File: config.mk
export PLATFORM = sky130hd
export DESIGN_NAME = four_floor_elevator_controller_core
export DESIGN_NICKNAME = d
export VERILOG_FILES = /design/src/rtl/ffec_pkg.sv /design/src/rtl/ffec_cfg_regs.sv /design/src/rtl/ffec_ctrl.sv /design/src/rtl/four_floor_elevator_controller_core.sv
export SDC_FILE = /design/constraint.sdc
export NUM_CORES = 1
export LEC_CHECK = 0
export BUFFER_PORTS_ARGS = -buffer_cell sky130_fd_sc_hd__buf_2
export CAP_MARGIN = 20
export CORE_ASPECT_RATIO = 1.75
export CORE_MARGIN = 5
export CORE_UTILIZATION = 58
export CTS_CLUSTER_DIAMETER = 150
export DETAILED_ROUTE_END_ITERATION = 16
export PLACE_DENSITY = 0.79
export SYNTH_ARGS = -nofsm -noshare
export SYNTH_HDL_FRONTEND = slang
export SYNTH_SLANG_ARGS = --single-unit
File: constraint.sdc
create_clock -name clk -period 13.2 [get_ports clk]
set_input_delay 1.32 -clock clk [delete_from_list [all_inputs] [get_ports clk]]
set_output_delay 1.32 -clock clk [all_outputs]
set_load 0.005 [all_outputs]
File: src/rtl/ffec_pkg.sv
// Shared types, codes and constants of the four-floor elevator controller.
package ffec_pkg;

  localparam int FLOORS_DEFAULT = 4;

  // Longest run of phases one tick can pass through (idle up to dwell).
  localparam int CHAIN_STEPS = 9;

  localparam logic [3:0] PH_IDLE       = 4'd0;
  localparam logic [3:0] PH_DOOR_CLOSE = 4'd1;
  localparam logic [3:0] PH_CLOSING    = 4'd2;
  localparam logic [3:0] PH_CHOOSE     = 4'd3;
  localparam logic [3:0] PH_TRAVEL     = 4'd4;
  localparam logic [3:0] PH_ARRIVE     = 4'd5;
  localparam logic [3:0] PH_OPENING    = 4'd6;
  localparam logic [3:0] PH_OPENED     = 4'd7;
  localparam logic [3:0] PH_DWELL      = 4'd8;

  localparam logic [3:0] MSG_BLANK     = 4'd0;
  localparam logic [3:0] MSG_CLOSING   = 4'd1;
  localparam logic [3:0] MSG_CLOSED    = 4'd2;
  localparam logic [3:0] MSG_UP        = 4'd3;
  localparam logic [3:0] MSG_DOWN      = 4'd4;
  localparam logic [3:0] MSG_ONE_FLOOR = 4'd5;
  localparam logic [3:0] MSG_OPENING   = 4'd6;
  localparam logic [3:0] MSG_OPENED    = 4'd7;
  localparam logic [3:0] MSG_WAITING   = 4'd8;

  localparam logic [1:0] DIR_NONE = 2'd0;
  localparam logic [1:0] DIR_UP   = 2'd1;
  localparam logic [1:0] DIR_DOWN = 2'd2;

  localparam logic [0:0] REQ_TICK   = 1'b0;
  localparam logic [0:0] REQ_BUTTON = 1'b1;

  localparam logic [2:0] CFG_START_WAIT = 3'd0;
  localparam logic [2:0] CFG_DOOR_MOVE  = 3'd1;
  localparam logic [2:0] CFG_TRAVEL     = 3'd2;
  localparam logic [2:0] CFG_DWELL      = 3'd3;
  localparam logic [2:0] CFG_FLOW_STEP  = 3'd4;
  localparam logic [2:0] CFG_MOTOR_UP   = 3'd5;
  localparam logic [2:0] CFG_MOTOR_DOWN = 3'd6;

  localparam logic [15:0] START_WAIT_RESET = 16'd1000;
  localparam logic [15:0] DOOR_MOVE_RESET  = 16'd4000;
  localparam logic [15:0] TRAVEL_RESET     = 16'd6000;
  localparam logic [15:0] DWELL_RESET      = 16'd2000;
  localparam logic [15:0] FLOW_STEP_RESET  = 16'd300;
  localparam logic [9:0]  MOTOR_UP_RESET   = 10'd800;
  localparam logic [9:0]  MOTOR_DOWN_RESET = 10'd600;

  localparam logic [8:0]  DOOR_CLOSE_CMP = 9'd250;
  localparam logic [8:0]  DOOR_OPEN_CMP  = 9'd300;
  localparam logic [15:0] TIMER_MAX      = 16'hFFFF;

  localparam logic [7:0] FLOW_RESET = 8'h10;
  localparam logic [7:0] FLOW_LOW   = 8'h08;
  localparam logic [7:0] FLOW_TOP   = 8'h80;

  typedef struct packed {
    logic [15:0] start_wait;
    logic [15:0] door_move;
    logic [15:0] travel;
    logic [15:0] dwell;
    logic [15:0] flow_step;
    logic [9:0]  motor_up_cmp;
    logic [9:0]  motor_down_cmp;
  } cfg_t;

  typedef struct packed {
    logic [0:0] req_type;
    logic [2:0] button;
  } item_t;

  typedef struct packed {
    logic [2:0] floor;
    logic [3:0] requests;
    logic [7:0] led_pattern;
    logic       motor_on;
    logic       motor_up;
    logic [9:0] motor_compare;
    logic       door_on;
    logic       door_opening;
    logic [8:0] door_compare;
    logic [3:0] message;
    logic [3:0] phase;
  } result_t;

endpackage

File: src/rtl/ffec_cfg_regs.sv
// Configuration register file of the elevator controller.
module ffec_cfg_regs (
  input  logic              clk,
  input  logic              rst,
  input  logic              cfg_we,
  input  logic [2:0]        cfg_index,
  input  logic [15:0]       cfg_data,
  output ffec_pkg::cfg_t    cfg
);

  always_ff @(posedge clk) begin
    if (rst) begin
      cfg.start_wait     <= ffec_pkg::START_WAIT_RESET;
      cfg.door_move      <= ffec_pkg::DOOR_MOVE_RESET;
      cfg.travel         <= ffec_pkg::TRAVEL_RESET;
      cfg.dwell          <= ffec_pkg::DWELL_RESET;
      cfg.flow_step      <= ffec_pkg::FLOW_STEP_RESET;
      cfg.motor_up_cmp   <= ffec_pkg::MOTOR_UP_RESET;
      cfg.motor_down_cmp <= ffec_pkg::MOTOR_DOWN_RESET;
    end else if (cfg_we) begin
      case (cfg_index)
        ffec_pkg::CFG_START_WAIT: cfg.start_wait     <= cfg_data;
        ffec_pkg::CFG_DOOR_MOVE:  cfg.door_move      <= cfg_data;
        ffec_pkg::CFG_TRAVEL:     cfg.travel         <= cfg_data;
        ffec_pkg::CFG_DWELL:      cfg.dwell          <= cfg_data;
        ffec_pkg::CFG_FLOW_STEP:  cfg.flow_step      <= cfg_data;
        ffec_pkg::CFG_MOTOR_UP:   cfg.motor_up_cmp   <= cfg_data[9:0];
        ffec_pkg::CFG_MOTOR_DOWN: cfg.motor_down_cmp <= cfg_data[9:0];
        default: ;
      endcase
    end
  end

endmodule

File: src/rtl/ffec_ctrl.sv
// Controller state and single-pass phase sequencer of the elevator controller.
module ffec_ctrl #(
  parameter int FLOORS = ffec_pkg::FLOORS_DEFAULT
) (
  input  logic              clk,
  input  logic              rst,
  input  logic              apply,
  input  ffec_pkg::item_t   item,
  input  ffec_pkg::cfg_t    cfg,
  output ffec_pkg::result_t result
);

  localparam int FLW = $clog2(FLOORS + 1);
  localparam logic [FLOORS-1:0] ONE_HOT_LOW = FLOORS'(1);

  logic [3:0]        phase, phase_next;
  logic [FLW-1:0]    flr, flr_next;
  logic [FLOORS-1:0] req, req_next;
  logic [1:0]        dir, dir_next;
  logic [7:0]        flow, flow_next;
  logic [7:0]        led, led_next;
  logic [15:0]       ptimer, ptimer_next;
  logic [15:0]       ftimer, ftimer_next;
  logic              motor_on, motor_on_next;
  logic              motor_up, motor_up_next;
  logic [9:0]        motor_cmp, motor_cmp_next;
  logic              door_on, door_on_next;
  logic              door_opening, door_opening_next;
  logic [8:0]        door_cmp, door_cmp_next;
  logic [3:0]        msg, msg_next;

  logic [15:0] t_inc;
  logic        start_t, start_z, door_t, door_z, travel_t, travel_z, dwell_t, dwell_z;
  logic [16:0] ft_inc;
  logic        ft_wrap, ft_zero_wrap;
  logic        btn_ok;
  logic        go, tz, ftz;
  logic [15:0] shifted;
  logic [FLOORS+3:0] req_pad;
  logic [FLW+2:0]    flr_pad;

  function automatic logic [FLOORS-1:0] floor_bit(input logic [FLW-1:0] f);
    logic [FLW-1:0] fc;
    fc = f;
    if (fc == '0) fc = FLW'(1);
    if (32'(fc) > FLOORS) fc = FLW'(FLOORS);
    return ONE_HOT_LOW << (fc - FLW'(1));
  endfunction

  function automatic logic [3:0] req_nibble(input logic [FLOORS-1:0] r);
    logic [FLOORS+3:0] p;
    p = {4'b0000, r};
    return p[3:0];
  endfunction

  // Returns {flow, led} after one running-light step.
  function automatic logic [15:0] shift_light(input logic [1:0] d, input logic [7:0] fb,
                                              input logic [7:0] ld);
    logic [7:0] f;
    logic [7:0] l;
    f = fb;
    l = ld;
    if (d == ffec_pkg::DIR_UP) begin
      f = f >> 1;
      if (f == ffec_pkg::FLOW_LOW) f = ffec_pkg::FLOW_TOP;
      l = {f[7:4], l[3:0]};
    end else if (d == ffec_pkg::DIR_DOWN) begin
      l = {f[7:4], l[3:0]};
      f = f << 1;
      if (f == 8'h00) f = ffec_pkg::FLOW_RESET;
    end
    return {f, l};
  endfunction

  // Compares against the incremented timer or against a timer just cleared.
  assign t_inc    = (ptimer != ffec_pkg::TIMER_MAX) ? ptimer + 16'd1 : ptimer;
  assign start_t  = t_inc >= cfg.start_wait;
  assign start_z  = cfg.start_wait == 16'd0;
  assign door_t   = t_inc >= cfg.door_move;
  assign door_z   = cfg.door_move == 16'd0;
  assign travel_t = t_inc >= cfg.travel;
  assign travel_z = cfg.travel == 16'd0;
  assign dwell_t  = t_inc >= cfg.dwell;
  assign dwell_z  = cfg.dwell == 16'd0;

  assign ft_inc       = {1'b0, ftimer} + 17'd1;
  assign ft_wrap      = ft_inc >= {1'b0, cfg.flow_step};
  assign ft_zero_wrap = cfg.flow_step <= 16'd1;

  assign btn_ok = (item.button != 3'd0) && (32'(item.button) <= FLOORS);

  always_comb begin
    phase_next        = phase;
    flr_next          = flr;
    req_next          = req;
    dir_next          = dir;
    flow_next         = flow;
    led_next          = led;
    ptimer_next       = ptimer;
    ftimer_next       = ftimer;
    motor_on_next     = motor_on;
    motor_up_next     = motor_up;
    motor_cmp_next    = motor_cmp;
    door_on_next      = door_on;
    door_opening_next = door_opening;
    door_cmp_next     = door_cmp;
    msg_next          = msg;
    go                = 1'b0;
    tz                = 1'b0;
    ftz               = 1'b0;
    shifted           = {flow, led};
    if (apply) begin
      if (item.req_type == ffec_pkg::REQ_TICK) begin
        ptimer_next = t_inc;
        go = (req != '0);
        for (int i = 0; i < ffec_pkg::CHAIN_STEPS; i++) begin
          if (go) begin
            case (phase_next)
              ffec_pkg::PH_IDLE: begin
                if (tz ? start_z : start_t) phase_next = ffec_pkg::PH_DOOR_CLOSE;
                else go = 1'b0;
              end
              ffec_pkg::PH_DOOR_CLOSE: begin
                door_opening_next = 1'b0;
                door_cmp_next     = ffec_pkg::DOOR_CLOSE_CMP;
                door_on_next      = 1'b1;
                msg_next          = ffec_pkg::MSG_CLOSING;
                ptimer_next       = 16'd0;
                tz                = 1'b1;
                phase_next        = ffec_pkg::PH_CLOSING;
              end
              ffec_pkg::PH_CLOSING: begin
                if (tz ? door_z : door_t) begin
                  door_on_next = 1'b0;
                  msg_next     = ffec_pkg::MSG_CLOSED;
                  phase_next   = ffec_pkg::PH_CHOOSE;
                end else go = 1'b0;
              end
              ffec_pkg::PH_CHOOSE: begin
                if (req_next > floor_bit(flr_next)) begin
                  dir_next       = ffec_pkg::DIR_UP;
                  motor_up_next  = 1'b1;
                  motor_cmp_next = cfg.motor_up_cmp;
                  motor_on_next  = 1'b1;
                  msg_next       = ffec_pkg::MSG_UP;
                end else if (req_next < floor_bit(flr_next)) begin
                  dir_next       = ffec_pkg::DIR_DOWN;
                  motor_up_next  = 1'b0;
                  motor_cmp_next = cfg.motor_down_cmp;
                  motor_on_next  = 1'b1;
                  msg_next       = ffec_pkg::MSG_DOWN;
                end
                ptimer_next = 16'd0;
                tz          = 1'b1;
                ftimer_next = 16'd0;
                ftz         = 1'b1;
                phase_next  = ffec_pkg::PH_TRAVEL;
              end
              ffec_pkg::PH_TRAVEL: begin
                if (tz ? travel_z : travel_t) begin
                  if (dir_next == ffec_pkg::DIR_UP && 32'(flr_next) < FLOORS)
                    flr_next = FLW'(flr_next + FLW'(1));
                  else if (dir_next == ffec_pkg::DIR_DOWN && flr_next > FLW'(1))
                    flr_next = FLW'(flr_next - FLW'(1));
                  msg_next      = ffec_pkg::MSG_ONE_FLOOR;
                  led_next[7:4] = 4'h0;
                  flow_next     = ffec_pkg::FLOW_RESET;
                  phase_next    = ffec_pkg::PH_ARRIVE;
                end else begin
                  if (ftz || ftimer == 16'd0) begin
                    shifted   = shift_light(dir_next, flow_next, led_next);
                    flow_next = shifted[15:8];
                    led_next  = shifted[7:0];
                  end
                  if (ftz) ftimer_next = ft_zero_wrap ? 16'd0 : 16'd1;
                  else     ftimer_next = ft_wrap ? 16'd0 : ft_inc[15:0];
                  go = 1'b0;
                end
              end
              ffec_pkg::PH_ARRIVE: begin
                if ((req_next & floor_bit(flr_next)) != '0) begin
                  motor_on_next     = 1'b0;
                  door_opening_next = 1'b1;
                  door_cmp_next     = ffec_pkg::DOOR_OPEN_CMP;
                  door_on_next      = 1'b1;
                  msg_next          = ffec_pkg::MSG_OPENING;
                  ptimer_next       = 16'd0;
                  tz                = 1'b1;
                  phase_next        = ffec_pkg::PH_OPENING;
                end else begin
                  ptimer_next = 16'd0;
                  tz          = 1'b1;
                  ftimer_next = 16'd0;
                  ftz         = 1'b1;
                  phase_next  = ffec_pkg::PH_TRAVEL;
                  go          = 1'b0;
                end
              end
              ffec_pkg::PH_OPENING: begin
                if (tz ? door_z : door_t) begin
                  door_on_next  = 1'b0;
                  msg_next      = ffec_pkg::MSG_OPENED;
                  req_next      = req_next & ~floor_bit(flr_next);
                  led_next[3:0] = req_nibble(req_next);
                  phase_next    = ffec_pkg::PH_OPENED;
                end else go = 1'b0;
              end
              ffec_pkg::PH_OPENED: begin
                if (req_next != '0) begin
                  ptimer_next = 16'd0;
                  tz          = 1'b1;
                  msg_next    = ffec_pkg::MSG_WAITING;
                  phase_next  = ffec_pkg::PH_DWELL;
                end else begin
                  phase_next = ffec_pkg::PH_IDLE;
                  msg_next   = ffec_pkg::MSG_BLANK;
                  go         = 1'b0;
                end
              end
              ffec_pkg::PH_DWELL: begin
                if (tz ? dwell_z : dwell_t) begin
                  msg_next   = ffec_pkg::MSG_BLANK;
                  phase_next = ffec_pkg::PH_DOOR_CLOSE;
                end
                go = 1'b0;
              end
              default: go = 1'b0;
            endcase
          end
        end
      end else if (phase == ffec_pkg::PH_IDLE && btn_ok) begin
        if (32'(flr) != 32'(item.button))
          req_next = req | (ONE_HOT_LOW << (item.button - 3'd1));
        led_next[3:0] = req_nibble(req_next);
        ptimer_next   = 16'd0;
      end
    end
  end

  always_ff @(posedge clk) begin
    if (rst) begin
      phase        <= ffec_pkg::PH_IDLE;
      flr          <= FLW'(1);
      req          <= '0;
      dir          <= ffec_pkg::DIR_NONE;
      flow         <= ffec_pkg::FLOW_RESET;
      led          <= 8'h00;
      ptimer       <= 16'd0;
      ftimer       <= 16'd0;
      motor_on     <= 1'b0;
      motor_up     <= 1'b0;
      motor_cmp    <= 10'd0;
      door_on      <= 1'b0;
      door_opening <= 1'b0;
      door_cmp     <= 9'd0;
      msg          <= ffec_pkg::MSG_BLANK;
    end else begin
      phase        <= phase_next;
      flr          <= flr_next;
      req          <= req_next;
      dir          <= dir_next;
      flow         <= flow_next;
      led          <= led_next;
      ptimer       <= ptimer_next;
      ftimer       <= ftimer_next;
      motor_on     <= motor_on_next;
      motor_up     <= motor_up_next;
      motor_cmp    <= motor_cmp_next;
      door_on      <= door_on_next;
      door_opening <= door_opening_next;
      door_cmp     <= door_cmp_next;
      msg          <= msg_next;
    end
  end

  assign req_pad = {4'b0000, req};
  assign flr_pad = {3'b000, flr};

  assign result.floor         = flr_pad[2:0];
  assign result.requests      = req_pad[3:0];
  assign result.led_pattern   = led;
  assign result.motor_on      = motor_on;
  assign result.motor_up      = motor_up;
  assign result.motor_compare = motor_cmp;
  assign result.door_on       = door_on;
  assign result.door_opening  = door_opening;
  assign result.door_compare  = door_cmp;
  assign result.message       = msg;
  assign result.phase         = phase;

endmodule

File: src/rtl/four_floor_elevator_controller_core.sv
// Top level of the elevator controller: input register, controller state and result handshake.
// Latency: an accepted transaction waits in the input register until the result slot is free,
//   is then applied to the controller state, and its result is offered on the out channel.
// Throughput: one transaction per cycle while results are taken; the whole phase sequence for
//   a tick is resolved in the single combinational pass between input and state registers.
// Reset: synchronous, active high; clears the handshake, the controller state and loads
//   the default timing and motor compare registers. No clearing pass is needed.
module four_floor_elevator_controller_core #(
  parameter int FLOORS = ffec_pkg::FLOORS_DEFAULT
) (
  input  logic        clk,
  input  logic        rst,
  input  logic        in_valid,
  output logic        in_ready,
  input  logic [0:0]  req_type,
  input  logic [2:0]  button,
  output logic        out_valid,
  input  logic        out_ready,
  output logic [2:0]  floor,
  output logic [3:0]  requests,
  output logic [7:0]  led_pattern,
  output logic        motor_on,
  output logic        motor_up,
  output logic [9:0]  motor_compare,
  output logic        door_on,
  output logic        door_opening,
  output logic [8:0]  door_compare,
  output logic [3:0]  message,
  output logic [3:0]  phase,
  input  logic        cfg_we,
  input  logic [2:0]  cfg_index,
  input  logic [15:0] cfg_data
);

  ffec_pkg::cfg_t    cfg;
  ffec_pkg::item_t   hold_item;
  ffec_pkg::result_t result;
  logic              hold_valid;
  logic              advance;
  logic              apply;

  // The result slot frees up when it is empty or being taken this cycle.
  assign advance  = !out_valid || out_ready;
  // The input register takes a new transaction when it is empty or its own item
  // moves on; a waiting result blocks the input side only once this register is full.
  assign in_ready = !hold_valid || advance;
  assign apply    = hold_valid && advance;

  always_ff @(posedge clk) begin
    if (rst) begin
      hold_valid <= 1'b0;
    end else if (in_valid && in_ready) begin
      hold_valid <= 1'b1;
    end else if (apply) begin
      hold_valid <= 1'b0;
    end
  end

  // Payload of the input register needs no reset.
  always_ff @(posedge clk) begin
    if (in_valid && in_ready) begin
      hold_item.req_type <= req_type;
      hold_item.button   <= button;
    end
  end

  // The controller state doubles as the result register: it changes only when
  // an item is applied, which happens only when the previous result is gone.
  always_ff @(posedge clk) begin
    if (rst) begin
      out_valid <= 1'b0;
    end else if (apply) begin
      out_valid <= 1'b1;
    end else if (out_ready) begin
      out_valid <= 1'b0;
    end
  end

  ffec_cfg_regs u_cfg (
    .clk       (clk),
    .rst       (rst),
    .cfg_we    (cfg_we),
    .cfg_index (cfg_index),
    .cfg_data  (cfg_data),
    .cfg       (cfg)
  );

  ffec_ctrl #(
    .FLOORS (FLOORS)
  ) u_ctrl (
    .clk    (clk),
    .rst    (rst),
    .apply  (apply),
    .item   (hold_item),
    .cfg    (cfg),
    .result (result)
  );

  assign floor         = result.floor;
  assign requests      = result.requests;
  assign led_pattern   = result.led_pattern;
  assign motor_on      = result.motor_on;
  assign motor_up      = result.motor_up;
  assign motor_compare = result.motor_compare;
  assign door_on       = result.door_on;
  assign door_opening  = result.door_opening;
  assign door_compare  = result.door_compare;
  assign message       = result.message;
  assign phase         = result.phase;

endmodule

==> metrics <==
final net count 2,935; Syn. warnings 0; HPWL after detailed placement approximately 63,000 um; CTS Buffer Depth 2; Required @ worst endpoint around 14 ns; Reg clk slew, reported paths approximately 0.08 ns; slack of the critical path 0.489 ns; core area 0.0327 mm2; Root Driver clkbuf_16; Starting Density 58.3%; pwr dens 72.7 mW/mm2; worst-path maximum fanout 7; register area share after synthesis 20.6%; fraction of layout cells with a size suffix above 1 between 10% and 20%; Std-Cell Rows a little under 90; GRT Util Overall between 40% and 50%; Critical Path Start u_ctrl.ptimer[6]$_SDFFE_PP0P_; Final Hold Viols 0; Clock Skew 0.0165 ns; ys async rst share 0%; Pre-Repair DR Iteration Count 10; Pwr Total between 1.5 and 2 mW; CTS tree yes; Startpoint Class flop; CTS Sinks roughly 190; GP Congestion around 1.2; Setup WS pre-CTS -0.359 ns; reg2reg start u_ctrl.ptimer[6]$_SDFFE_PP0P_; Syn Nets 2,866; Netlist cell types about 120; port buffer count 75; Post-synth top flop dfxtp_1; storage element area 0.00393 mm2; Yosys reg bits a little under 200; clock power share between 30 and 40%; # DRC 0; class of the most critical setup path reg2reg; crit-path max cell delay roughly 0.55 ns; DR WL/cell between 20 and 30 um; initial antenna violation count 0; Worst EP arrival 13.08 ns; via count 22,300; Clock Latency Late Sink 0.47 ns; FILL cells 2,907; final WL 82,000 um; area grow syn2layout 10.2%; VDD IR max 0.0955 mV; commonest non-fill, non-tap cell in the layout nand2_1; Max Slew Vio Count 0; cell count after synthesis 2,670; DRT antenna net count 0; multi-input logic area ~0.014 mm2; largest net degree at the start of global routing 106; Diodes inserted 0; Switching Fraction 36.1%; CP max-delay cell or4_4; first-pass GRT wire length 124,000 um; relative slew slack 22.8%; min-delay src u_ctrl.door_cmp[5]$_SDFFE_PP0P_; FMAX 78.7 MHz; Crit path top cell by count ha_1; Die H 250 um; Setup crit end kind flop; fin crit period 12.71 ns; number of global-route vias before repair approximately 22,000; DR iter-0 viols roughly 2,700; outcome complete, no violations; grt total ovfl 0; Slew @ Worst Pin around 1.2 ns; post-DR vias/cell between 7 and 8; Flop pwr share 40.6%; Reg2Reg Setup Slack just under 0.5 ns; commonest non-fill, non-tap cells in the layout nand2_1, nor2_1, a21oi_1; Post-synth EDFFs 4; Leakage 8.75 nW; total CTS buffers 17; syn avg cell area 7.14 um2; Die Area 0.0368 mm2; Final period util 96.3%; chip width between 100 and 150 um; Mapped Area 0.0191 mm2; I/O pin total 76; Int Power 0.976 mW; Max-Cap Viols 0; net switching power between 0.5 and 0.6 mW; htree depth 4; part of the power in combinational logic around 23%; Final Setup Violations 0; Worst Hold Class reg2reg
==> power groups by stage <==
stage | clock (mW) | sequential [mW] | combinational (mW)
CTS | 0.552 | 0.620 | 0.334
global placement | 0 | 0.633 | 0.325
finish | 0.555 | 0.621 | 0.352
global route | 0.576 | 0.622 | 0.374
floorplan | 0 | 0.626 | 0.222
detailed placement | 0 | 0.633 | 0.331
==> worst max-delay path, delay by kind of cell, from the launching register on <==
| family | cells | cell delay, ns |
|---|---|---|
| mux | 1 | 0.32 |
| simple gates | 25 | 4.90 |
| compound gates | 15 | 3.26 |
| fa+ha+maj | 11 | 2.70 |
| xor+xnor | 4 | 0.72 |
| buf+inv | 4 | 0.33 |
| flops | 1 | 0.37 |
==> sequential cells by signal (all words and copies together) (netlist names), 2 cells and up <==
register          cells
hold_item             4
u_cfg.cfg           100
u_ctrl.dir            2
u_ctrl.door_cmp       9
u_ctrl.flow           8
u_ctrl.flr            3
u_ctrl.ftimer        16
u_ctrl.led            8
u_ctrl.motor_cmp     10
u_ctrl.msg            4
u_ctrl.phase          4
u_ctrl.ptimer        16
u_ctrl.req            4
==> final timing paths <==
check,endpoint,cells after the start
worst min-delay path,u_ctrl.door_cmp[5]$_SDFFE_PP0P_,2
worst min register to register,u_ctrl.door_cmp[5]$_SDFFE_PP0P_,2
worst max-delay path,u_ctrl.phase[0]$_SDFFE_PP0P_,60
worst max register to register,u_ctrl.phase[0]$_SDFFE_PP0P_,60
==> synth_stat cells, types with 12 or more instances <==
cell      number  area share [%]
nand2_1      360             7.1
nor2_1       292             5.7
a21oi_1      231             6.1
dfxtp_1      190              20
ha_1         168              11
o21ai_0      161             4.2
inv_1        147             2.9
clkbuf_1     101             2.0
nor3_1        75             2.0
nand3_1       67             1.8
a22oi_1       60             2.4
nor4_1        43             1.4
o22ai_1       38             1.2
a211oi_1      34             1.3
nand4_1       33             1.1
a211o_1       30             1.4
o21a_1        28             1.1
a221oi_1      25             1.1
nor2b_1       24            0.79
xnor2_1       23             1.1
nand2b_1      22            0.72
a31oi_1       21            0.69
and3_1        21            0.69
buf_2         20            0.52
mux2_2        20             1.2
or4_1         20            0.79
a21o_1        18            0.71
nand3b_1      18            0.71
or2_2         18            0.59
or3_1         18            0.59
and2_1        17            0.56
o211ai_1      17            0.67
o21ai_1       17            0.45
o31ai_1       17            0.67
mux2i_1       16            0.84
a22o_1        15            0.69
xor2_1        13            0.60
o221ai_1      12            0.55
==> through the flow <==
stage,util [%],std cells,instance area [um2],hold slack (ns),setup TNS [ns]
floorplan,-,2670,19100,0.441,0
global placement,61.4,3107,20100,0.446,0
detailed placement,61.4,3107,20100,0.456,-1.28
CTS,63.5,3142,20800,0.475,0
global route,64.3,3157,21000,0.495,-0.448
finish,64.3,3157,21000,0.474,0
==> repair_timing <==
item,CTS,global route
buffers inserted,3,14
hold buffers,0,0
endpoints found under the setup margin,15,38
pin swaps,2,16
resized for setup,5,37
==> routing by layer <==
layer / routed length (um) / vias up / track usage (%)
li1: - / 9962 / -
met1: 27000 / 10300 / 44.5
met2: 39000 / 1495 / 73.1
met3: 6890 / 504 / 7.85
met4: 9100 / 0 / 38.2
met5: 0 / - / 0
==> final cells by class <==
class,count,area share (%)
clock buffers,18,2.09
clock inverters,14,0.869
inverters,153,2.73
multi-input cells,2195,67.7
flip-flops and latches,194,18.7
well taps,405,2.41
repair buffers,178,5.49
==> cell families after synthesis <==
group | synth area share [%]
and+or+nand+nor | 27.0
AOI/OAI and AO/OA | 31.4
buffers and inverters | 5.78
DFF | 20.6
adders and majority gates | 11.0
muxes | 2.28
xor gates and xnor gates | 1.91
Note: power is estimated with default switching activity, not from simulation.
